<file path="src/sv/sign_force_oscillator_integrator_defines.svh">
// Assertion macros shared by the sign-force oscillator integrator.
`ifndef SIGN_FORCE_OSCILLATOR_INTEGRATOR_DEFINES_SVH
`define SIGN_FORCE_OSCILLATOR_INTEGRATOR_DEFINES_SVH

// Checks that the consequent holds in the same cycle as the antecedent.
`define SFOI_ASSERT_SAME(label, ante, cons, msg) \
    label: assert property (@(posedge i_clk) disable iff (!i_rst_n) (ante) |-> (cons)) \
        else $error(msg);

// Checks that the consequent holds in the cycle after the antecedent.
`define SFOI_ASSERT_NEXT(label, ante, cons, msg) \
    label: assert property (@(posedge i_clk) disable iff (!i_rst_n) (ante) |=> (cons)) \
        else $error(msg);

`endif

</file>
<file path="src/sv/sfoi_pkg.sv">
// Shared widths, codes, control word types and saturation for the integrator.
package sfoi_pkg;

    localparam int DATA_W    = 32;
    localparam int ACC_W     = 31;
    localparam int DT_W      = 16;
    localparam int SUB_W     = 11;
    localparam int RUN_W     = 16;
    localparam int CFG_IDX_W = 3;
    localparam int UPC_W     = 4;
    localparam int VSUM_W    = DATA_W + 2;
    localparam int PROD_W    = DATA_W + DT_W + 2;

    localparam logic             METHOD_RST   = 1'b0;
    localparam logic [ACC_W-1:0] ACCEL_RST    = ACC_W'(5242880);
    localparam logic [DATA_W-1:0] INIT_POS_RST = DATA_W'(65536);
    localparam logic [DATA_W-1:0] INIT_VEL_RST = '0;
    localparam logic [DT_W-1:0]  DT_RST       = DT_W'(655);
    localparam logic [SUB_W-1:0] SUBSTEPS_RST = SUB_W'(16);
    localparam logic [RUN_W-1:0] RUN_LEN_RST  = RUN_W'(1000);

    typedef enum logic [CFG_IDX_W-1:0] {
        CFG_METHOD,
        CFG_ACCEL,
        CFG_INIT_POS,
        CFG_INIT_VEL,
        CFG_DT,
        CFG_SUBSTEPS,
        CFG_RUN_LENGTH
    } t_cfg_idx;

    typedef enum logic [1:0] {
        MUL_ACC,
        MUL_VEL,
        MUL_HALF_VEL
    } t_mul_sel;

    typedef enum logic [1:0] {
        V_NOP,
        V_EULER,
        V_HALF,
        V_MID
    } t_v_op;

    typedef enum logic [1:0] {
        S_NOP,
        S_FULL,
        S_HALF
    } t_s_op;

    typedef struct packed {
        logic     mul_en;
        t_mul_sel mul_sel;
        logic     ld_acc;
        t_v_op    v_op;
        t_s_op    s_op;
    } t_ctrl;

    function automatic logic [DATA_W-1:0] sat_data(input logic [VSUM_W-1:0] x);
        logic [DATA_W-1:0] r;
        if (x[VSUM_W-1:DATA_W-1] == '0 || x[VSUM_W-1:DATA_W-1] == '1) begin
            r = x[DATA_W-1:0];
        end else if (x[VSUM_W-1]) begin
            r = {1'b1, {(DATA_W-1){1'b0}}};
        end else begin
            r = {1'b0, {(DATA_W-1){1'b1}}};
        end
        return r;
    endfunction

endpackage

</file>
<file path="src/sv/sign_force_oscillator_integrator.sv">
// Top level of the sign-force oscillator integrator.
//
//  Channel  Direction  Handshake                  Beat content
//  in       in         i_in_valid / o_in_ready    i_restart
//  out      out        o_out_valid / i_out_ready  o_position, o_run_end
//  cfg      in         i_cfg_valid / o_cfg_ready  i_cfg_index, i_cfg_data
//
// A sample is emitted in the cycle after its input beat is taken.
// The state then advances: setup states MULA and LDA, then E0-E2 per Euler substep or M0-M3
// per midpoint substep, all through one shared multiplier; the last sample of a run starts no substeps.
// Synchronous active-low reset loads the register defaults; no clearing pass follows.
// The input is taken only while the sequencer is idle and the output register is free.
`include "sign_force_oscillator_integrator_defines.svh"
module sign_force_oscillator_integrator import sfoi_pkg::*; (
    input  logic                 i_clk,
    input  logic                 i_rst_n,
    input  logic                 i_in_valid,
    output logic                 o_in_ready,
    input  logic                 i_restart,
    output logic                 o_out_valid,
    input  logic                 i_out_ready,
    output logic [DATA_W-1:0]    o_position,
    output logic                 o_run_end,
    input  logic                 i_cfg_valid,
    output logic                 o_cfg_ready,
    input  logic [CFG_IDX_W-1:0] i_cfg_index,
    input  logic [DATA_W-1:0]    i_cfg_data
);

    logic              r_method;
    logic [ACC_W-1:0]  r_accel;
    logic [DATA_W-1:0] r_init_pos;
    logic [DATA_W-1:0] r_init_vel;
    logic [DT_W-1:0]   r_dt;
    logic [SUB_W-1:0]  r_substeps;
    logic [RUN_W-1:0]  r_run_length;

    logic [RUN_W-1:0]  r_sample_idx;
    logic              r_out_valid;
    logic [DATA_W-1:0] r_position;
    logic              r_run_end;

    logic              seq_idle;
    t_ctrl             ctrl;
    logic [DATA_W-1:0] dp_position;
    logic              in_fire;
    logic [RUN_W-1:0]  idx_eff;
    logic              last;
    logic              dp_load;
    logic              seq_start;

    assign o_cfg_ready = 1'b1;
    assign o_in_ready  = seq_idle && (!r_out_valid || i_out_ready);
    assign in_fire     = i_in_valid && o_in_ready;
    assign idx_eff     = i_restart ? '0 : r_sample_idx;
    assign last        = ({1'b0, idx_eff} + (RUN_W+1)'(1)) >= {1'b0, r_run_length};
    assign dp_load     = in_fire && (i_restart || last);
    assign seq_start   = in_fire && !last;

    always_ff @(posedge i_clk) begin
        if (!i_rst_n) begin
            r_method     <= METHOD_RST;
            r_accel      <= ACCEL_RST;
            r_init_pos   <= INIT_POS_RST;
            r_init_vel   <= INIT_VEL_RST;
            r_dt         <= DT_RST;
            r_substeps   <= SUBSTEPS_RST;
            r_run_length <= RUN_LEN_RST;
        end else if (i_cfg_valid && o_cfg_ready) begin
            unique case (t_cfg_idx'(i_cfg_index))
                CFG_METHOD:     r_method     <= i_cfg_data[0];
                CFG_ACCEL:      r_accel      <= i_cfg_data[ACC_W-1:0];
                CFG_INIT_POS:   r_init_pos   <= i_cfg_data;
                CFG_INIT_VEL:   r_init_vel   <= i_cfg_data;
                CFG_DT:         r_dt         <= i_cfg_data[DT_W-1:0];
                CFG_SUBSTEPS:   r_substeps   <= i_cfg_data[SUB_W-1:0];
                CFG_RUN_LENGTH: r_run_length <= i_cfg_data[RUN_W-1:0];
                default: ;
            endcase
        end
    end

    always_ff @(posedge i_clk) begin
        if (!i_rst_n) begin
            r_sample_idx <= '0;
            r_out_valid  <= 1'b0;
        end else if (in_fire) begin
            r_sample_idx <= last ? '0 : idx_eff + RUN_W'(1);
            r_out_valid  <= 1'b1;
        end else if (i_out_ready) begin
            r_out_valid  <= 1'b0;
        end
    end

    always_ff @(posedge i_clk) begin
        if (in_fire) begin
            r_position <= i_restart ? r_init_pos : dp_position;
            r_run_end  <= last;
        end
    end

    sfoi_sequencer u_seq (
        .i_clk      (i_clk),
        .i_rst_n    (i_rst_n),
        .i_start    (seq_start),
        .i_method   (r_method),
        .i_substeps (r_substeps),
        .o_idle     (seq_idle),
        .o_ctrl     (ctrl)
    );

    sfoi_datapath u_dp (
        .i_clk      (i_clk),
        .i_rst_n    (i_rst_n),
        .i_ctrl     (ctrl),
        .i_load     (dp_load),
        .i_init_pos (r_init_pos),
        .i_init_vel (r_init_vel),
        .i_accel    (r_accel),
        .i_dt       (r_dt),
        .o_position (dp_position)
    );

    assign o_out_valid = r_out_valid;
    assign o_position  = r_position;
    assign o_run_end   = r_run_end;

    `SFOI_ASSERT_NEXT(a_start_leaves_idle, seq_start, !seq_idle, "sequencer did not start")
    `SFOI_ASSERT_NEXT(a_run_end_clears_idx, in_fire && last, r_sample_idx == '0,
                      "sample index not cleared at run end")
    `SFOI_ASSERT_NEXT(a_idx_advances, in_fire && !last,
                      r_sample_idx == $past(idx_eff) + RUN_W'(1), "sample index did not advance")
    `SFOI_ASSERT_SAME(a_busy_blocks_input, !seq_idle, !in_fire,
                      "input beat taken while integrating")

endmodule

</file>
<file path="src/sv/sfoi_sequencer.sv">
// Microcode sequencer: step counter, control store and substep loop counter.
module sfoi_sequencer import sfoi_pkg::*; (
    input  logic             i_clk,
    input  logic             i_rst_n,
    input  logic             i_start,
    input  logic             i_method,
    input  logic [SUB_W-1:0] i_substeps,
    output logic             o_idle,
    output t_ctrl            o_ctrl
);

    typedef logic [UPC_W-1:0] t_upc;

    typedef enum logic [2:0] {
        BR_WAIT,
        BR_NEXT,
        BR_DISPATCH,
        BR_LOOP,
        BR_HALT
    } t_branch;

    typedef struct packed {
        t_ctrl   ctrl;
        t_branch br;
        t_upc    target;
    } t_uword;

    localparam t_upc UA_WAIT = t_upc'(0);
    localparam t_upc UA_MULA = t_upc'(1);
    localparam t_upc UA_LDA  = t_upc'(2);
    localparam t_upc UA_E0   = t_upc'(3);
    localparam t_upc UA_E1   = t_upc'(4);
    localparam t_upc UA_E2   = t_upc'(5);
    localparam t_upc UA_M0   = t_upc'(6);
    localparam t_upc UA_M1   = t_upc'(7);
    localparam t_upc UA_M2   = t_upc'(8);
    localparam t_upc UA_M3   = t_upc'(9);

    localparam t_ctrl C_NOP = '{mul_en: 1'b0, mul_sel: MUL_ACC, ld_acc: 1'b0,
                                v_op: V_NOP, s_op: S_NOP};

    t_upc             r_upc;
    t_upc             n_upc;
    logic [SUB_W-1:0] r_cnt;
    logic [SUB_W-1:0] n_cnt;
    t_uword           word;

    always_comb begin
        word.ctrl   = C_NOP;
        word.br     = BR_HALT;
        word.target = UA_WAIT;
        unique case (r_upc)
            UA_WAIT: begin
                word.br = BR_WAIT;
            end
            UA_MULA: begin
                word.ctrl.mul_en  = 1'b1;
                word.ctrl.mul_sel = MUL_ACC;
                word.br           = BR_NEXT;
            end
            UA_LDA: begin
                word.ctrl.ld_acc = 1'b1;
                word.br          = BR_DISPATCH;
            end
            UA_E0: begin
                word.ctrl.v_op = V_EULER;
                word.br        = BR_NEXT;
            end
            UA_E1: begin
                word.ctrl.mul_en  = 1'b1;
                word.ctrl.mul_sel = MUL_VEL;
                word.br           = BR_NEXT;
            end
            UA_E2: begin
                word.ctrl.s_op = S_FULL;
                word.br        = BR_LOOP;
                word.target    = UA_E0;
            end
            UA_M0: begin
                word.ctrl.v_op = V_HALF;
                word.br        = BR_NEXT;
            end
            UA_M1: begin
                word.ctrl.mul_en  = 1'b1;
                word.ctrl.mul_sel = MUL_HALF_VEL;
                word.br           = BR_NEXT;
            end
            UA_M2: begin
                word.ctrl.s_op = S_HALF;
                word.br        = BR_NEXT;
            end
            UA_M3: begin
                word.ctrl.v_op = V_MID;
                word.ctrl.s_op = S_FULL;
                word.br        = BR_LOOP;
                word.target    = UA_M0;
            end
            default: begin
                word.br = BR_HALT;
            end
        endcase
    end

    always_comb begin
        n_upc = r_upc;
        n_cnt = r_cnt;
        unique case (word.br)
            BR_WAIT: begin
                if (i_start) begin
                    n_upc = UA_MULA;
                end
            end
            BR_NEXT: begin
                n_upc = r_upc + t_upc'(1);
            end
            BR_DISPATCH: begin
                n_cnt = i_substeps;
                if (i_substeps == '0) begin
                    n_upc = UA_WAIT;
                end else if (i_method) begin
                    n_upc = UA_M0;
                end else begin
                    n_upc = UA_E0;
                end
            end
            BR_LOOP: begin
                if (r_cnt == SUB_W'(1)) begin
                    n_upc = UA_WAIT;
                end else begin
                    n_cnt = r_cnt - SUB_W'(1);
                    n_upc = word.target;
                end
            end
            default: begin
                n_upc = UA_WAIT;
            end
        endcase
    end

    always_ff @(posedge i_clk) begin
        if (!i_rst_n) begin
            r_upc <= UA_WAIT;
            r_cnt <= '0;
        end else begin
            r_upc <= n_upc;
            r_cnt <= n_cnt;
        end
    end

    assign o_idle = (r_upc == UA_WAIT);
    assign o_ctrl = word.ctrl;

endmodule

</file>
<file path="src/sv/sfoi_datapath.sv">
// Datapath: position and velocity registers, shared multiplier and saturating adders.
module sfoi_datapath import sfoi_pkg::*; (
    input  logic              i_clk,
    input  logic              i_rst_n,
    input  t_ctrl             i_ctrl,
    input  logic              i_load,
    input  logic [DATA_W-1:0] i_init_pos,
    input  logic [DATA_W-1:0] i_init_vel,
    input  logic [ACC_W-1:0]  i_accel,
    input  logic [DT_W-1:0]   i_dt,
    output logic [DATA_W-1:0] o_position
);

    logic [DATA_W-1:0]        r_s;
    logic [DATA_W-1:0]        r_v;
    logic [DATA_W-1:0]        r_vh;
    logic [DATA_W-1:0]        r_sh;
    logic [ACC_W-1:0]         r_adt;
    logic [ACC_W-2:0]         r_ahalf;
    logic signed [PROD_W-1:0] r_prod;

    logic signed [DATA_W:0]   mul_a;
    logic signed [DT_W:0]     mul_b;
    logic signed [PROD_W-1:0] mul_p;

    logic [DATA_W-1:0]        sgn_src;
    logic [ACC_W-1:0]         mag;
    logic signed [VSUM_W-1:0] mag_ext;
    logic signed [VSUM_W-1:0] delta;
    logic signed [VSUM_W-1:0] vsum;
    logic [DATA_W-1:0]        v_new;
    logic signed [PROD_W-1:0] shifted;
    logic signed [VSUM_W-1:0] psum;
    logic [DATA_W-1:0]        s_new;

    always_comb begin
        case (i_ctrl.mul_sel)
            MUL_VEL:      mul_a = signed'({r_v[DATA_W-1], r_v});
            MUL_HALF_VEL: mul_a = signed'({r_vh[DATA_W-1], r_vh});
            default:      mul_a = signed'({2'b00, i_accel});
        endcase
    end

    assign mul_b = signed'({1'b0, i_dt});
    assign mul_p = mul_a * mul_b;

    always_comb begin
        sgn_src = (i_ctrl.v_op == V_MID) ? r_sh : r_s;
        mag     = (i_ctrl.v_op == V_HALF) ? {1'b0, r_ahalf} : r_adt;
        mag_ext = signed'({{(VSUM_W-ACC_W){1'b0}}, mag});
        if (sgn_src == '0) begin
            delta = '0;
        end else if (sgn_src[DATA_W-1]) begin
            delta = mag_ext;
        end else begin
            delta = -mag_ext;
        end
        vsum  = signed'({{2{r_v[DATA_W-1]}}, r_v}) + delta;
        v_new = sat_data(vsum);
    end

    always_comb begin
        shifted = (i_ctrl.s_op == S_HALF) ? (r_prod >>> (DT_W + 1)) : (r_prod >>> DT_W);
        psum    = signed'({{2{r_s[DATA_W-1]}}, r_s}) + shifted[VSUM_W-1:0];
        s_new   = sat_data(psum);
    end

    always_ff @(posedge i_clk) begin
        if (!i_rst_n) begin
            r_s <= INIT_POS_RST;
            r_v <= INIT_VEL_RST;
        end else if (i_load) begin
            r_s <= i_init_pos;
            r_v <= i_init_vel;
        end else begin
            if (i_ctrl.s_op == S_FULL) begin
                r_s <= s_new;
            end
            if (i_ctrl.v_op == V_EULER || i_ctrl.v_op == V_MID) begin
                r_v <= v_new;
            end
        end
    end

    always_ff @(posedge i_clk) begin
        if (i_ctrl.mul_en) begin
            r_prod <= mul_p;
        end
        if (i_ctrl.ld_acc) begin
            r_adt   <= r_prod[DT_W+ACC_W-1:DT_W];
            r_ahalf <= r_prod[DT_W+ACC_W-1:DT_W+1];
        end
        if (i_ctrl.v_op == V_HALF) begin
            r_vh <= v_new;
        end
        if (i_ctrl.s_op == S_HALF) begin
            r_sh <= s_new;
        end
    end

    assign o_position = r_s;

endmodule
</file>
<file path="config.mk">
export PLATFORM = sky130hd
export DESIGN_NAME = sign_force_oscillator_integrator
export DESIGN_NICKNAME = d
export VERILOG_FILES = /design/src/sv/sfoi_pkg.sv /design/src/sv/sign_force_oscillator_integrator.sv /design/src/sv/sfoi_sequencer.sv /design/src/sv/sfoi_datapath.sv
export VERILOG_INCLUDE_DIRS = /design/src /design/src/sv
export SDC_FILE = /design/constraint.sdc
export NUM_CORES = 2
export LEC_CHECK = 0
export ABC_CLOCK_PERIOD_IN_PS = 19600
export BUFFER_PORTS_ARGS = -buffer_cell sky130_fd_sc_hd__buf_2
export CAP_MARGIN = 20
export CORE_ASPECT_RATIO = 0.7
export CORE_MARGIN = 4
export CORE_UTILIZATION = 40
export CTS_BUF_LIST = sky130_fd_sc_hd__clkbuf_8 sky130_fd_sc_hd__clkbuf_16
export DETAILED_ROUTE_END_ITERATION = 8
export GPL_TIMING_DRIVEN = 0
export SETUP_SLACK_MARGIN = 0.3
export SKIP_LAST_GASP = 1
export SLEW_MARGIN = 20
export SYNTH_ARGS = -nofsm -noshare
export SYNTH_HDL_FRONTEND = slang
export SYNTH_HIERARCHICAL = 1
export SYNTH_SLANG_ARGS = --single-unit
</file>
<file path="constraint.sdc">
create_clock -name i_clk -period 19.6 [get_ports i_clk]
set_input_delay 0 -clock i_clk [delete_from_list [all_inputs] [get_ports i_clk]]
set_output_delay 0 -clock i_clk [all_outputs]
set_load 0.1 [all_outputs]
</file>
# == Yosys cells after proc, flatten, opt, wreduce, memory -nomap -nowiden ==
# Cells that the tools add are included.
# op_classes
muxes,32
eq_ne,30
multipliers,1
n_reduce_logical,32
add_sub_neg,7
magnitude_cmp,1
# op_table
op,count
two-way mux 32 bit,10
two-way mux 34 bit,2
one-hot mux 33 bit (2 select lines),1
multiplier 33 x 17 -> 50 bit,1
adder 32 x 34 -> 34 bit,1
adder 34 bit,1
negator 31 -> 34 bit,1
two-way mux 33 bit,1
logical NOT 32 bit,1
two-way mux 16 bit,2
two-way mux 31 bit,1
one-hot mux 11 bit (2 select lines),1
"adder 16 x 1 -> 17 bit, second input constant",1
>= comparator 17 x 16 -> 1 bit,1
"adder 16 x 1 -> 16 bit, second input constant",1
"== test 4 x 3 -> 1 bit, second input constant",4
one-hot mux 4 bit (4 select lines),1
AND reduction 2 bit,8
"== test 3 bit, second input constant",5
"== test 3 x 2 -> 1 bit, second input constant",4
logical NOT 3 bit,4
one-hot mux 3 bit (4 select lines),1
"== test 11 x 1 -> 1 bit, second input constant",1
logical NOT 11 bit,1
other kinds (24),48
# word_totals
ff_bits,443
wordCells,123
output_inout_bits,36
input_bits,41

# == Depth between registers and ports, before layout ==
# depth
word_depth,13
ltp_mapped,37
mapped_depth_nobuf,31

# == Hierarchy ==
# Netlist, hierarchy kept.
# by_module_without_submodules
mod,n_inst,area_per_inst_um2,cells_per_inst,seq_area_each_um2
sfoi_datapath,1,31026.0,3543,5154.9
sign_force_oscillator_integrator,1,7966.4,884,4113.9
sfoi_sequencer,1,1214.9,162,300.3

# == Worst setup path before layout ==
# No wires, ideal clock.
# synth_path
path_kind,register to register
startpoint,register u_seq.r_upc[2]
endpoint,"register u_dp.r_prod[37], data pin"
stages_incl_launch_ff,32
synth_period_minus_slack_ps,8286
path_buffers,5
t_arrival_ps,8027
setup_time_ps,260
required_ps,19340
slack_ps,11314
path_cell_list,dfxtp_1 buf_4 inv_1 nor2_1 and2_1 inv_1 ha_1 clkbuf_1 clkbuf_1 clkbuf_1 nand2_1 o21ai_1 clkbuf_1 nand2_1 fa_1 fa_1 inv_1 fa_1 fa_1 fa_1 inv_1 fa_1 inv_1 ha_1 a21oi_1 nand4_1 o31ai_1 a21oi_1 a2111oi_0 o21ai_0 a21oi_1 xnor2_1
# synth_rtl
item,line,rtl
start: declaration,sfoi_sequencer.sv:42,t_upc r_upc;
start signal: assignment,sfoi_sequencer.sv:145,r_upc <= n_upc;
end signal: assignment,sfoi_datapath.sv:87,r_prod <= mul_p;
end: declaration,sfoi_datapath.sv:20,logic signed [PROD_W-1:0] r_prod;

==> impl_metrics.env <==
export IMPL_status="finished, final reports clean"
export IMPL_path_max_fanout=10
export IMPL_core_um2=98900
export IMPL_grt_pass1_vias=32900
export IMPL_number_of_buffers_created_by_cts=37
export IMPL_global_route_overflow_total=0
export IMPL_globalRouteTotalUtil_pct=26.5
export IMPL_area_of_the_die_um2=106000
export IMPL_final_hold_violation_count=0
export IMPL_postSynthAreaPerCell_um2=8.76
export IMPL_port_buffer_count=75
export IMPL_grt_start_max_net_pins=42
export IMPL_cp_data_arrival_time_ns=11.53
export IMPL_p_per_area_nw_per_um2=66.9
export IMPL_hold_ws_ns=0.283
export IMPL_cts_clk_slew_worst_paths_ns=0.07
export IMPL_setup_reg_to_reg_worst_slack_ns=8.40
export IMPL_synth_seq_area_share_pct=23.8
export IMPL_timing_critical_path_required_ns=19.93
export IMPL_dpl_cell_area_um2=42300
export IMPL_synth_distinct_cells=98
export IMPL_area_growth_pct=9.30
export IMPL_final_min_period_over_clock_period_pct=57.2
export IMPL_cts_sink_count=397
export IMPL_power_static_leakage_nw=19.0
export IMPL_cp_end_kind="flop"
export IMPL_finalNetCount=5494
export IMPL_hpwl_mm=115
export IMPL_route_antenna_remaining_nets=0
export IMPL_drt_vias_per_instance=5.58
export IMPL_post_route_drc_count=0
export IMPL_critical_path_top_cell_by_count="fa_1"
export IMPL_syn_area_um2=40200
export IMPL_route_final_wire_length_mm=142
export IMPL_timing_critical_path_from_type="flop"
export IMPL_syn_nets=5331
export IMPL_yosys_warnings=6
export IMPL_async_reset_ff_share_pct=0
export IMPL_report_final_setup_viol=0
export IMPL_place_gp_congestion=0.997
export IMPL_max_slew_vio_count=0
export IMPL_clock_tree_root="clkbuf_16"
export IMPL_filler_cell_count=9800
export IMPL_starting_density_of_the_core_pct=40.7
export IMPL_cts_tree="yes"
export IMPL_post_synth_inst_count=4589
export IMPL_num_antenna_cells=0
export IMPL_rsz0062_at_grt="false"
export IMPL_final_period_minus_worst_setup_slack_ns=11.20
export IMPL_worst_path_largest_cell_delay_ns=0.79
export IMPL_routedWlPerCell_um=23.2
export IMPL_via_count=34100
export IMPL_die_height_um=273
export IMPL_mostFrequentLayoutCell="nand2_1"
export IMPL_timing_max_cap_violations=0
export IMPL_setup_tns_ns=0
export IMPL_grt_pass1_wl_mm=213
export IMPL_primary_flip_flop_cell_chosen_by_synthesis_mapping="dfxtp_1"
export IMPL_layout_cells_most_common_list="864 x nand2_1, 629 x inv_1, 493 x fa_1"
export IMPL_postLayoutCellArea_um2=43900
export IMPL_max_freq_mhz=89.2
export IMPL_io_pin_count=77
export IMPL_post_synth_edffs=162
export IMPL_placementRows=96
export IMPL_clock_tree_buf_depth=3
export IMPL_ys_ff_latch=397
export IMPL_drt_pass1_iter_count=6
export IMPL_hold_path_class="in2reg"
export IMPL_max_vdd_ir_drop_uv=74.6
export IMPL_worst_path_max_delay_cell="o31ai_2"
export IMPL_dr_first_iter_drc_count=3754
export IMPL_post_cts_repair_setup_buffers=0
export IMPL_clock_skew_ns=0.0237
export IMPL_number_of_antenna_violations_at_the_first_check_in_global_routing=4
export IMPL_layout_drive_gt1_share_pct=6.07
export IMPL_fp_dieW_um=387
export IMPL_clock_tree_htree_level_count=2
export IMPL_timing_slew_headroom_pct=18.5
export IMPL_critical_path_class="reg2reg"
export IMPL_clock_latency_ns=0.57
export IMPL_worst_pin_slew_ns=1.22
==> metal layers <==
| metal | global-route usage (%) | part of all wire, % |
|---|---|---|
| met5 | 0 | 0.0085 |
| met4 | 4.04 | 1.8 |
| met3 | 9.54 | 13 |
| met2 | 35.8 | 39 |
| met1 | 40.6 | 46 |
==> cells by family after synthesis <==
| logic type | share of synthesized area [%] |
|---|---|
| and+or+nand+nor | 17.2 |
| AOI/OAI and AO/OA | 14.8 |
| buffers and inverters | 8.38 |
| adders and majority gates | 31.0 |
| DFF | 23.8 |
| xor gates and xnor gates | 2.65 |
| muxes | 2.13 |
| other | 0.00933 |
==> layout make-up <==
type,count,area (um^2),area share (%)
repair buffers,124,876,1.99
inverters,621,2330,5.30
multi-input cells,3323,27300,62.1
clock buffers,39,953,2.17
well taps,1323,1660,3.77
plain buffers,248,1040,2.37
flip-flops and latches,397,9570,21.8
clock inverters,28,211,0.481
==> state kept, by name, indices dropped and copies added (netlist names), 32 cells and up <==
signal	cells
u_dp/r_prod	34
o_position	32
r_init_pos	32
r_init_vel	32
u_dp/o_position	32
u_dp/r_sh	32
u_dp/r_v	32
u_dp/r_vh	32
==> Yosys cell counts (27+ instances only) <==
master | n | area share, %
dfxtp_1 | 235 | 12
nand2_1 | 864 | 8.1
xnor2_1 | 80 | 1.7
o21ai_1 | 33 | 0.41
nand3_1 | 62 | 0.77
o211ai_1 | 37 | 0.69
ha_1 | 208 | 6.5
a22oi_1 | 35 | 0.65
fa_1 | 493 | 25
nor2_1 | 155 | 1.4
a21oi_1 | 206 | 2.6
and2_1 | 193 | 3.0
nor3_1 | 46 | 0.57
mux2_2 | 67 | 1.9
xor2_1 | 40 | 0.87
clkbuf_1 | 215 | 2.0
a21boi_0 | 126 | 2.4
a21o_1 | 53 | 0.99
o21ai_0 | 196 | 2.4
a31oi_1 | 32 | 0.50
a211oi_1 | 38 | 0.71
inv_1 | 620 | 5.8
nand2b_1 | 27 | 0.42
edfxtp_1 | 162 | 12
==> worst max-delay path: cells and delay by family, from the launching register on <==
kind            cells  cell delay, ns
fa+ha+maj           8            3.66
compound gates      7            3.36
xor+xnor            1            0.25
flops               1            0.33
buf+inv            10            2.42
simple gates        5            0.94
==> metrics by stage <==
step                utilization, %  std cells  setup slack [ns]  power, mW
finish                        44.5       6103              8.40       2.94
global route                  44.5       6103              8.05       3.07
CTS                           44.4       6103              8.74       2.91
detailed placement            42.8       5994              8.77       2.17
global placement              42.7       5987              7.62       2.16
floorplan                        -       4589             11.31       1.80
==> where the power goes <==
part | total (mW) | switching, mW | internal (mW) | leakage (nW)
Sequential | 1.06 | 0.0832 | 0.981 | 3.40
Clock | 0.740 | 0.346 | 0.393 | 0.617
Combinational | 1.14 | 0.801 | 0.334 | 14.9
Total | 2.94 | 1.23 | 1.71 | 19.0
==> path summary, 6_finish.rpt <==
path / startpoint / endpoint / depth (start not counted)
min: i_cfg_data[30] / r_init_vel[30] / 4
max reg2reg: u_seq/r_upc[2] / u_dp/r_prod[37] / 31
min reg2reg: r_init_vel[25] / u_dp/r_v[25] / 2
max: u_seq/r_upc[2] / u_dp/r_prod[37] / 31
==> timing repair <==
item	4_1_cts	5_1_grt
endpoints found under the hold margin	146	0
endpoints found under the setup margin	0	0
hold buffers	42	0
gates resized for setup	0	0
Note: power is estimated with default switching activity, not from simulation.
